==> src/cconv_pkg.sv <==
// ---------------------------------------------------------------------------
// Causal convolution package
// Shared types, constants and field layouts for the causal convolution core.
// ---------------------------------------------------------------------------
package cconv_pkg;

    // Kernel length and the widths that follow from it.
    localparam int TAPS  = 32;
    localparam int IDX_W = $clog2(TAPS);
    localparam int POS_W = $clog2(TAPS + 1);

    // Q1.31 fixed point: 1.0 is 2^31.
    localparam int          DATA_W  = 32;
    localparam logic [31:0] ONE_Q31 = 32'h8000_0000;

    // Command codes of an input item.
    localparam logic CMD_LOAD = 1'b0;
    localparam logic CMD_PUSH = 1'b1;

    typedef struct packed {
        logic        command;
        logic [4:0]  tap_index;
        logic [31:0] value;
        logic        last_of_column;
    } in_item_t;

    typedef struct packed {
        logic [31:0] result;
        logic        column_end;
        logic        overflow;
    } out_item_t;

    // Write side of the kernel and history stores.
    typedef struct packed {
        logic              kern_we;
        logic              hist_we;
        logic [IDX_W-1:0]  waddr;
        logic [DATA_W-1:0] wdata;
    } store_wr_t;

    // Read addresses of the kernel and history stores.
    typedef struct packed {
        logic [IDX_W-1:0] hist_addr;
        logic [IDX_W-1:0] kern_addr;
    } store_rd_t;

    // Control of the multiply-accumulate unit.
    typedef struct packed {
        logic clr;
        logic op_valid;
    } mac_ctl_t;

endpackage

==> src/cconv_store.sv <==
// ---------------------------------------------------------------------------
// Causal convolution stores
// Kernel and column history memories with registered reads.
// ---------------------------------------------------------------------------
module cconv_store (
    input  logic                          aclk,
    input  logic                          aresetn,
    input  cconv_pkg::store_wr_t          wr,
    input  cconv_pkg::store_rd_t          rd,
    output logic [cconv_pkg::DATA_W-1:0]  hist_rdata,
    output logic [cconv_pkg::DATA_W-1:0]  kern_rdata
);

    logic [cconv_pkg::DATA_W-1:0] kern_mem [cconv_pkg::TAPS];
    logic [cconv_pkg::DATA_W-1:0] hist_mem [cconv_pkg::TAPS];
    logic [cconv_pkg::TAPS-1:0]   kern_vld_reg;
    logic [cconv_pkg::DATA_W-1:0] kern_q_reg;
    logic                         kern_v_reg;
    logic [cconv_pkg::DATA_W-1:0] hist_q_reg;

    // A kernel tap that was never loaded reads as zero.
    always_ff @(posedge aclk) begin
        if (!aresetn) begin
            kern_vld_reg <= '0;
        end else if (wr.kern_we) begin
            kern_vld_reg[wr.waddr] <= 1'b1;
        end
    end

    always_ff @(posedge aclk) begin
        if (wr.kern_we) begin
            kern_mem[wr.waddr] <= wr.wdata;
        end
        if (wr.hist_we) begin
            hist_mem[wr.waddr] <= wr.wdata;
        end
        kern_q_reg <= kern_mem[rd.kern_addr];
        kern_v_reg <= kern_vld_reg[rd.kern_addr];
        hist_q_reg <= hist_mem[rd.hist_addr];
    end

    assign kern_rdata = kern_v_reg ? kern_q_reg : '0;
    assign hist_rdata = hist_q_reg;

endmodule

==> src/cconv_mac.sv <==
// ---------------------------------------------------------------------------
// Causal convolution multiply-accumulate
// Two-stage Q1.31 multiply with truncation and a saturating accumulator.
// ---------------------------------------------------------------------------
module cconv_mac (
    input  logic                          aclk,
    input  logic                          aresetn,
    input  cconv_pkg::mac_ctl_t           ctl,
    input  logic [cconv_pkg::DATA_W-1:0]  op_a,
    input  logic [cconv_pkg::DATA_W-1:0]  op_b,
    output logic [cconv_pkg::DATA_W-1:0]  result
);

    logic [63:0] prod_reg;
    logic        pv_reg;
    logic [30:0] acc_reg;
    logic        sat_reg;
    logic [33:0] sum;

    // The accumulator stays below 1.0 until it saturates, so 31 bits suffice.
    assign sum = {3'b000, acc_reg} + {1'b0, prod_reg[63:31]};

    always_ff @(posedge aclk) begin
        if (!aresetn) begin
            pv_reg <= 1'b0;
        end else begin
            pv_reg <= ctl.op_valid;
        end
    end

    always_ff @(posedge aclk) begin
        prod_reg <= 64'(op_a) * 64'(op_b);
        if (ctl.clr) begin
            acc_reg <= '0;
            sat_reg <= 1'b0;
        end else if (pv_reg && !sat_reg) begin
            acc_reg <= sum[30:0];
            sat_reg <= (sum[33:31] != 3'b000);
        end
    end

    assign result = sat_reg ? cconv_pkg::ONE_Q31 : {1'b0, acc_reg};

endmodule

==> src/causal_kernel_convolution_core.sv <==
// ---------------------------------------------------------------------------
// Causal kernel convolution core
// Loads a kernel of Q1.31 weights and convolves column samples causally.
// ---------------------------------------------------------------------------
// A load item (command 0) writes one kernel weight and gives no result. A
// sample item (command 1) at column position i is stored in the history
// and answered with the sum over n = 0..i of sample[n] times kernel[i-n],
// each product truncated to Q1.31 and the sum saturated at 1.0. The one
// multiplier issues one product per cycle while a sample is issued. A
// sample at position i passes through the accepting state, the issue of
// i + 1 reads, the memory read and multiply registers, and the hand-over
// of the result to the output register. A sample that arrives after the
// column already holds TAPS samples is dropped and answered with a zero
// result and the overflow bit set. The last-of-column flag on a sample
// returns the position to zero. Kernel taps that were never loaded read
// as zero from reset; no clearing pass is needed. The block accepts no
// item while a sample is being worked on, but a load may be accepted
// while a previous result still waits in the output register.
module causal_kernel_convolution_core (
    input  logic                  aclk,
    input  logic                  aresetn,
    input  logic                  s_valid,
    output logic                  s_ready,
    input  cconv_pkg::in_item_t   s_data,
    output logic                  m_valid,
    input  logic                  m_ready,
    output cconv_pkg::out_item_t  m_data
);

    typedef enum logic [1:0] {
        ST_IDLE,
        ST_ISSUE,
        ST_DRAIN,
        ST_HOLD
    } state_t;

    state_t                          state_reg;
    logic [cconv_pkg::POS_W-1:0]     pos_reg;
    logic [cconv_pkg::IDX_W-1:0]     tgt_reg;
    logic [cconv_pkg::IDX_W-1:0]     n_reg;
    logic                            rd_vld_reg;
    logic                            drain_reg;
    logic                            last_reg;
    logic                            ovf_reg;
    logic                            m_valid_reg;
    cconv_pkg::out_item_t            out_reg;

    logic                            s_accept;
    logic                            is_push;
    logic                            pos_full;
    cconv_pkg::store_wr_t            st_wr;
    cconv_pkg::store_rd_t            st_rd;
    cconv_pkg::mac_ctl_t             mac_ctl;
    logic [cconv_pkg::DATA_W-1:0]    hist_rdata;
    logic [cconv_pkg::DATA_W-1:0]    kern_rdata;
    logic [cconv_pkg::DATA_W-1:0]    mac_result;

    assign s_ready  = (state_reg == ST_IDLE);
    assign s_accept = s_valid && s_ready;
    assign is_push  = (s_data.command == cconv_pkg::CMD_PUSH);
    assign pos_full = (pos_reg == cconv_pkg::POS_W'(cconv_pkg::TAPS));

    // A load writes the kernel at its tap index; a sample that fits in the
    // column is written into the history at the current position.
    always_comb begin
        st_wr.kern_we = s_accept && !is_push &&
                        (32'(s_data.tap_index) < 32'(cconv_pkg::TAPS));
        st_wr.hist_we = s_accept && is_push && !pos_full;
        st_wr.waddr   = is_push ? pos_reg[cconv_pkg::IDX_W-1:0]
                                : cconv_pkg::IDX_W'(s_data.tap_index);
        st_wr.wdata   = s_data.value;
    end

    // History runs forward from the first sample while the kernel runs back
    // from the current position.
    assign st_rd.hist_addr = n_reg;
    assign st_rd.kern_addr = tgt_reg - n_reg;

    assign mac_ctl.clr      = s_accept && is_push;
    assign mac_ctl.op_valid = rd_vld_reg;

    cconv_store u_store (
        .aclk       (aclk),
        .aresetn    (aresetn),
        .wr         (st_wr),
        .rd         (st_rd),
        .hist_rdata (hist_rdata),
        .kern_rdata (kern_rdata)
    );

    cconv_mac u_mac (
        .aclk    (aclk),
        .aresetn (aresetn),
        .ctl     (mac_ctl),
        .op_a    (hist_rdata),
        .op_b    (kern_rdata),
        .result  (mac_result)
    );

    // Sequencer: issues one history and kernel read per cycle, waits for the
    // products to drain through the multiplier, then hands the sum (or, for a
    // dropped sample, a zero) to the output register once that register is free.
    always_ff @(posedge aclk) begin
        if (!aresetn) begin
            state_reg   <= ST_IDLE;
            pos_reg     <= '0;
            rd_vld_reg  <= 1'b0;
            drain_reg   <= 1'b0;
            m_valid_reg <= 1'b0;
        end else begin
            // Every issue cycle places one read on the store.
            rd_vld_reg <= (state_reg == ST_ISSUE);
            if (m_valid_reg && m_ready && (state_reg != ST_HOLD)) begin
                m_valid_reg <= 1'b0;
            end
            unique case (state_reg)
                ST_IDLE: begin
                    if (s_accept && is_push) begin
                        last_reg <= s_data.last_of_column;
                        if (pos_full) begin
                            ovf_reg   <= 1'b1;
                            pos_reg   <= s_data.last_of_column ? '0 : pos_reg;
                            state_reg <= ST_HOLD;
                        end else begin
                            ovf_reg   <= 1'b0;
                            tgt_reg   <= pos_reg[cconv_pkg::IDX_W-1:0];
                            n_reg     <= '0;
                            pos_reg   <= s_data.last_of_column ? '0
                                         : pos_reg + cconv_pkg::POS_W'(1);
                            state_reg <= ST_ISSUE;
                        end
                    end
                end
                ST_ISSUE: begin
                    n_reg <= n_reg + cconv_pkg::IDX_W'(1);
                    if (n_reg == tgt_reg) begin
                        drain_reg <= 1'b0;
                        state_reg <= ST_DRAIN;
                    end
                end
                ST_DRAIN: begin
                    drain_reg <= 1'b1;
                    if (drain_reg) begin
                        state_reg <= ST_HOLD;
                    end
                end
                ST_HOLD: begin
                    if (!m_valid_reg || m_ready) begin
                        out_reg.result     <= ovf_reg ? '0 : mac_result;
                        out_reg.column_end <= last_reg;
                        out_reg.overflow   <= ovf_reg;
                        m_valid_reg        <= 1'b1;
                        state_reg          <= ST_IDLE;
                    end
                end
                default: begin
                    state_reg <= ST_IDLE;
                end
            endcase
        end
    end

    assign m_valid = m_valid_reg;
    assign m_data  = out_reg;

`ifndef NO_ASSERTIONS
    a_pos_range: assert property (@(posedge aclk) disable iff (!aresetn)
        pos_reg <= cconv_pkg::POS_W'(cconv_pkg::TAPS))
        else $error("column position beyond kernel length");

    a_issue_bound: assert property (@(posedge aclk) disable iff (!aresetn)
        (state_reg == ST_ISSUE) |-> (n_reg <= tgt_reg))
        else $error("history read beyond current position");

    a_ovf_zero: assert property (@(posedge aclk) disable iff (!aresetn)
        (m_valid && m_data.overflow) |-> (m_data.result == '0))
        else $error("dropped sample carries a non-zero result");

    a_sat_bound: assert property (@(posedge aclk) disable iff (!aresetn)
        m_valid |-> (m_data.result <= cconv_pkg::ONE_Q31))
        else $error("result exceeds one");

    a_no_ops_idle: assert property (@(posedge aclk) disable iff (!aresetn)
        (state_reg == ST_IDLE) |=> !rd_vld_reg)
        else $error("multiplier fed outside a sample");
`endif

endmodule

==> config.mk <==
export PLATFORM = sky130hd
export DESIGN_NAME = causal_kernel_convolution_core
export DESIGN_NICKNAME = d
export VERILOG_FILES = /design/src/cconv_pkg.sv /design/src/cconv_store.sv /design/src/cconv_mac.sv /design/src/causal_kernel_convolution_core.sv
export SDC_FILE = /design/constraint.sdc
export NUM_CORES = 2
export LEC_CHECK = 0
export ABC_AREA = 1
export BUFFER_PORTS_ARGS = -buffer_cell sky130_fd_sc_hd__buf_2
export CORE_ASPECT_RATIO = 0.5
export CORE_MARGIN = 2
export CORE_UTILIZATION = 45
export CTS_CLUSTER_SIZE = 28
export DETAILED_ROUTE_END_ITERATION = 10
export PLACE_DENSITY = 0.56
export SLEW_MARGIN = 20
export SYNTH_ARGS = -nofsm -noshare
export SYNTH_HDL_FRONTEND = slang
export SYNTH_SLANG_ARGS = --single-unit
==> constraint.sdc <==
create_clock -name aclk -period 8 [get_ports aclk]
set_clock_uncertainty 0.05 [all_clocks]
set_input_delay 0.8 -clock aclk [delete_from_list [all_inputs] [get_ports aclk]]
set_output_delay 0.8 -clock aclk [all_outputs]
set_load 0.01 [all_outputs]
### After elaboration in Yosys (flattened, before gate mapping)

Memory sizes are Yosys's and may differ from the RTL's. A register that Yosys moved wholly into a read port is not among the register bits.
Cells that the tools add are included.

* bitwise operators: 2
* eq/ne operators: 12
* add/subtract/negate cells: 4
* $lt $le $gt $ge: 3
* multiplexer cells: 29
* reductions and logical operators: 25
* multipliers: 1

Operators by type and width (number)
* 32-bit by 32-bit multiplier with 64-bit output: 1
* 32-bit 2-to-1 mux: 2
* 31-bit by 33-bit adder with 34-bit output: 1
* 32-bit OR: 1
* 6-bit 2-to-1 mux: 3
* 5-bit 2-to-1 mux: 3
* 5-bit by 6-bit less-than comparator with 1-bit output, second input constant: 2
* 4-bit AND reduction: 3
* 1-bit 2-to-1 mux: 11
* 2-bit 2-to-1 mux: 5
* 2-bit != test, second input constant: 5
* 5-bit one-hot mux with 2 select lines: 1
* 3-bit AND reduction: 3
* 1-bit logical AND: 8
* 2-bit one-hot mux with 4 select lines: 1
* 6-bit by 1-bit adder with 6-bit output, second input constant: 1
* 6-bit == test, second input constant: 1
* 5-bit by 1-bit adder with 5-bit output, second input constant: 1
* 1-bit binary-select mux with 5-bit select: 1
* 1-bit demux with 5-bit select: 1
* 5-bit == test: 1
* 5-bit by 1-bit greater-or-equal comparator with 1-bit output, second input constant: 1
* 5-bit subtractor: 1
* 2-bit == test, second input constant: 2
* other kinds (11): 16

* bits in writable memories: 2048
* input bits: 43
* logic and storage cells: 97
* register bits: 187
* output and inout bits: 36
* memories: 2

Memories
* u_store.hist_mem: depth 32, bits a word 32, rd ports 1, clocked after Yosys merged registers in 1, write ports 1, RTL line cconv_store.sv:15 `logic [cconv_pkg::DATA_W-1:0] hist_mem [cconv_pkg::TAPS];`
* u_store.kern_mem: depth 32, bits a word 32, rd ports 1, clocked after Yosys merged registers in 1, write ports 1, RTL line cconv_store.sv:14 `logic [cconv_pkg::DATA_W-1:0] kern_mem [cconv_pkg::TAPS];`

### Logic depth before layout (Yosys ltp)

* depth in word-level cells: 6
* gate-level depth with buffers: 33
* depth with buffers taken out: 31

### By module

A second synthesis with hierarchy kept.

* cell total of the unflattened synthesis: 12853
* area total of the unflattened synthesis: 127933.9 um2

Modules (own cells, without submodules)
* cconv_store: cells an instance 7335, area each 86400.4 um2, sequential area each 63440.8 um2, times used 1
* cconv_mac: cells an instance 5242, area each 38852.3 um2, sequential area each 1321.3 um2, times used 1
* causal_kernel_convolution_core: cells an instance 276, area each 2681.3 um2, sequential area each 1601.5 um2, times used 1

### Worst setup path before layout

Ideal clock, no wire load.

* kind: reg-to-reg
* from: reg u_store.kern_v_reg
* to: reg u_mac.prod_reg[54]
* path buffers: 2
* arrival time: 6775 ps
* period minus slack after synthesis: 6896 ps
* setup slack: 1104 ps
* stages on the path, launching flop included: 28
* path through: dfxtp_1 clkbuf_1 nand2_1 clkinv_1 clkbuf_1 nand2_1 fa_1 fa_1 fa_1 fa_1 inv_1 fa_1 fa_1 fa_1 inv_1 fa_1 inv_1 ha_1 nand2_1 nor2_1 inv_1 nor2_1 inv_1 nor3_1 and3_1 nand2_1 nand3_1 xor2_1

* word-level cells in the longest chain between the ends: 2

Ends and longest elaborated chain
* start: declaration: RTL line cconv_store.sv:18 `logic kern_v_reg;`
* start signal: assignment: RTL line cconv_store.sv:38 `kern_v_reg <= kern_vld_reg[rd.kern_addr];`
* 32-bit 2-to-1 mux: RTL line cconv_store.sv:42 `assign kern_rdata = kern_v_reg ? kern_q_reg : '0;`
* 32-bit by 32-bit multiplier with 64-bit output: RTL line cconv_mac.sv:32 `prod_reg <= 64'(op_a) * 64'(op_b);`
* end signal: assignment: RTL line cconv_mac.sv:32
* end: declaration: RTL line cconv_mac.sv:14 `logic [63:0] prod_reg;`

No other way between the ends.
A chain may end at the register's enable or synchronous reset.

### Final worst setup path

* from: reg u_store.hist_q_reg, in the netlist u_store.hist_rdata[11], read port of u_store.hist_mem
* to: reg u_mac.prod_reg[49]

* word-level cells in the longest chain between the ends: 1

Ends and longest elaborated chain
* start: declaration: RTL line cconv_store.sv:19 `logic [cconv_pkg::DATA_W-1:0] hist_q_reg;`
* 32-bit by 32-bit multiplier with 64-bit output: RTL line cconv_mac.sv:32

No other way between the ends.

==> flow_summary.toml <==
[die]
core_sq_um = 270000
die_area_sq_um = 275000
rows = 135
initial_core_util = 0.451
io_pins = 79
die_y_um = 372
die_w_um = 740

[final_layout]
biggestRegsByFlops = "u_store.hist_mem (1024), u_store.kern_mem (1024), m_data (34)"
synthToLayoutAreaGrowth_pct = 10.2
drive_above_1_share = 0.0711
finish.net_count = 12400
nFillCells = 24300

[synthesis]
synth_flop_cell = "edfxtp_1"
avgSynthCellArea_sq_um = 10.9
async_flop_share = 0
synth_top_family_by_area = "adder cells"
synth_nets = 12400
synth_warnings = 0
synth_fa_ha_area_frac = 0.178
synth-seq-cells = 2268
synth.area.top_cells = "edfxtp_1 (52%), fa_1 (15%), nor2_1 (6.9%)"
yosysUniqueCellTypes = 46
synth_edf_count = 2094
synth-simple-area-share = 0.114
synth_area_sq_um = 122000
yosysSeqAreaShare = 0.544
synth.area.mux_share = 0
synth-compound-area-share = 0.0983
synth_xor_xnor_area_share = 0.00336
synth_top_area_cell = "edfxtp_1"
synth_cells = 11100
synth_top_cell_area_share = 0.516

[worst_setup_path]
cp_slowest_cell = "inv_1"
arrival_ns = 8.25
start_kind = "flop"
crit_top_cell = "fa_1"
slowest_delay_ns = 0.61
required_ns = 8.62
endpoint_kind = "flop"
crit_type = "reg -> reg"
critPathMaxFanout = 10
cp_top_family = "adder cells"
critPathBufInv = 6

[placed_design]
dp.final_hpwl_um = 240000
io_buffers = 78
gp_congestion = 0.956

[global_route]
grt_pass1_wl_um = 558000
first_global_vias = 82300
grt_max_degree = 184
gr-total-overflow = 0
grt_usage = 0.274
antenna_found_initial = 19

[hold_path]
hold_class = "in -> reg"

[timing]
worst_pin_slew_ns = 1.27
fin_crit_sh = 0.954
rsz0062_at_grt = "false"
relSlewSlack = 0.143
drv_slew = 0
timing.fmax_mhz = 131
period_needed_ns = 7.63
setup_viol = 0
hold_viol_final = 0
tns_ns = 0

[clock_network]
clk_pin_slew_ns = 0.07
insertion_delay_ns = 0.90
ctsRootBufferMaster = "clkbuf_16"
numCtsBuffers = 212
cts_tree = "yes"
clock_sinks = 2268
htree_levels = 4
cts_buffer_depth = 4

[routing]
routed_wirelength_um = 383000
final_antenna_net_count = 0
wl_per_cell_um = 25.6
vias = 84700
vias_per_cell = 5.67
drc = 0
drtIter0Drc = 9250
dr.pass1.iters = 6

[run_status]
status = "completed"

[job]
cap_viol_max_count = 0
cells in the final DEF, fill, tap and decap left out, types with 16 or more instances in the layout:
cell type	n
o21bai_1	27
nor2_4	65
dfxtp_1	174
nand4_1	45
o211ai_1	52
o22ai_1	162
clkbuf_1	55
clkinvlp_4	17
o31ai_1	56
inv_1	1300
buf_2	77
bufinv_16	16
o21ai_0	1130
o21ai_1	28
fa_1	896
ha_1	301
clkinv_2	39
buf_4	310
xor2_1	29
nor3_1	54
nand3_1	174
edfxtp_1	2094
o221ai_1	223
clkinv_1	51
nand2_1	1061
clkbuf_16	214
a21oi_1	333
nor2_1	2162
o21a_1	36
synthesized netlist by cell type, types with 2 or more instances:
cell / number
edfxtp_1: 2094
o21ai_1: 26
nor2_1: 2227
o21bai_1: 27
buf_1: 41
nand3b_1: 4
xor2_1: 30
o22ai_1: 162
a31oi_1: 12
nand2_1: 1061
nor4_1: 5
ha_1: 302
inv_1: 1310
fa_1: 897
nor3_1: 55
a21boi_0: 2
buf_2: 84
o21ai_0: 1133
nand4_1: 45
clkbuf_1: 494
or2_2: 5
xnor2_1: 13
o221ai_1: 223
buf_4: 6
o211ai_1: 52
dfxtp_1: 174
o21a_1: 36
nand3_1: 174
clkinv_1: 23
o31ai_1: 62
a21oi_1: 333
inv_2: 8
a21o_1: 10
per-stage QoR:
| stage | instance area, sq um | cells | worst slack, ns | hold slack, ns | util |
|---|---|---|---|---|---|
| 2_1_floorplan | 122000 | 11100 | 1.10 | 0.340 | - |
| 3_3_place_gp | 128000 | 14500 | 0.303 | 0.354 | 0.472 |
| 3_5_place_dp | 128000 | 14500 | 0.355 | 0.371 | 0.472 |
| 4_1_cts | 134000 | 14900 | 0.257 | 0.0880 | 0.497 |
| 5_1_grt | 134000 | 14900 | 0.00833 | 0.0954 | 0.497 |
| 6_report | 134000 | 14900 | 0.370 | 0.140 | 0.497 |
cell type report:
cell class	instances	area, sq um	share of cell area
Sequential cell	2268	66400	0.494
Multi-Input combinational cell	6909	48600	0.362
Clock buffer	276	5660	0.0421
Inverter	1341	5100	0.0380
Tap cell	3630	4540	0.0338
Timing Repair Buffer	401	3000	0.0223
Clock inverter	106	992	0.00739
Antenna cell	2	5.00	0.0000373
cells by family after synthesis:
logic type / Yosys count
flip-flops: 2268
buffers and inverters: 1966
XOR/XNOR: 45
AND/OR/NAND/NOR: 3581
AO/OA/AOI/OAI: 2084
adder cells (fa/ha/maj): 1199
final timing paths:
kind	from	slack, ns	depth (start not counted)	to
worst max-delay path	u_store.hist_rdata[11]	0.37	25	u_mac.prod_reg[49]
worst min-delay path	s_data[0]	0.14	1	last_reg
worst max register to register	u_store.hist_rdata[11]	0.37	25	u_mac.prod_reg[49]
worst min register to register	last_reg	0.38	0	m_data[1]
routing by layer:
layer | share of wire | global-route usage | vias to the layer above
met2 | 0.45 | 0.427 | 3306
met5 | 0.00011 | 0 | -
li1 | - | - | 37400
met4 | 0.030 | 0.0766 | 6
met1 | 0.45 | 0.404 | 43400
met3 | 0.076 | 0.0408 | 586
timing repair:
item,in CTS,in global routing
setup buffers,0,0
gates resized for setup,0,12
hold buffers,0,0
endpoints found under the setup margin,0,5
worst reg2reg max path, delay by kind of cell (launching register included):
family | cells | cell delay (ns)
and+or+nand+nor | 7 | 0.55
DFF | 1 | 0.42
buffers and inverters | 6 | 1.11
AOI/OAI and AO/OA | 3 | 0.94
adders and majority gates | 9 | 4.33
Power is not shown: default switching activity piles up to over one toggle a cycle in this logic, so the estimate is an artifact.
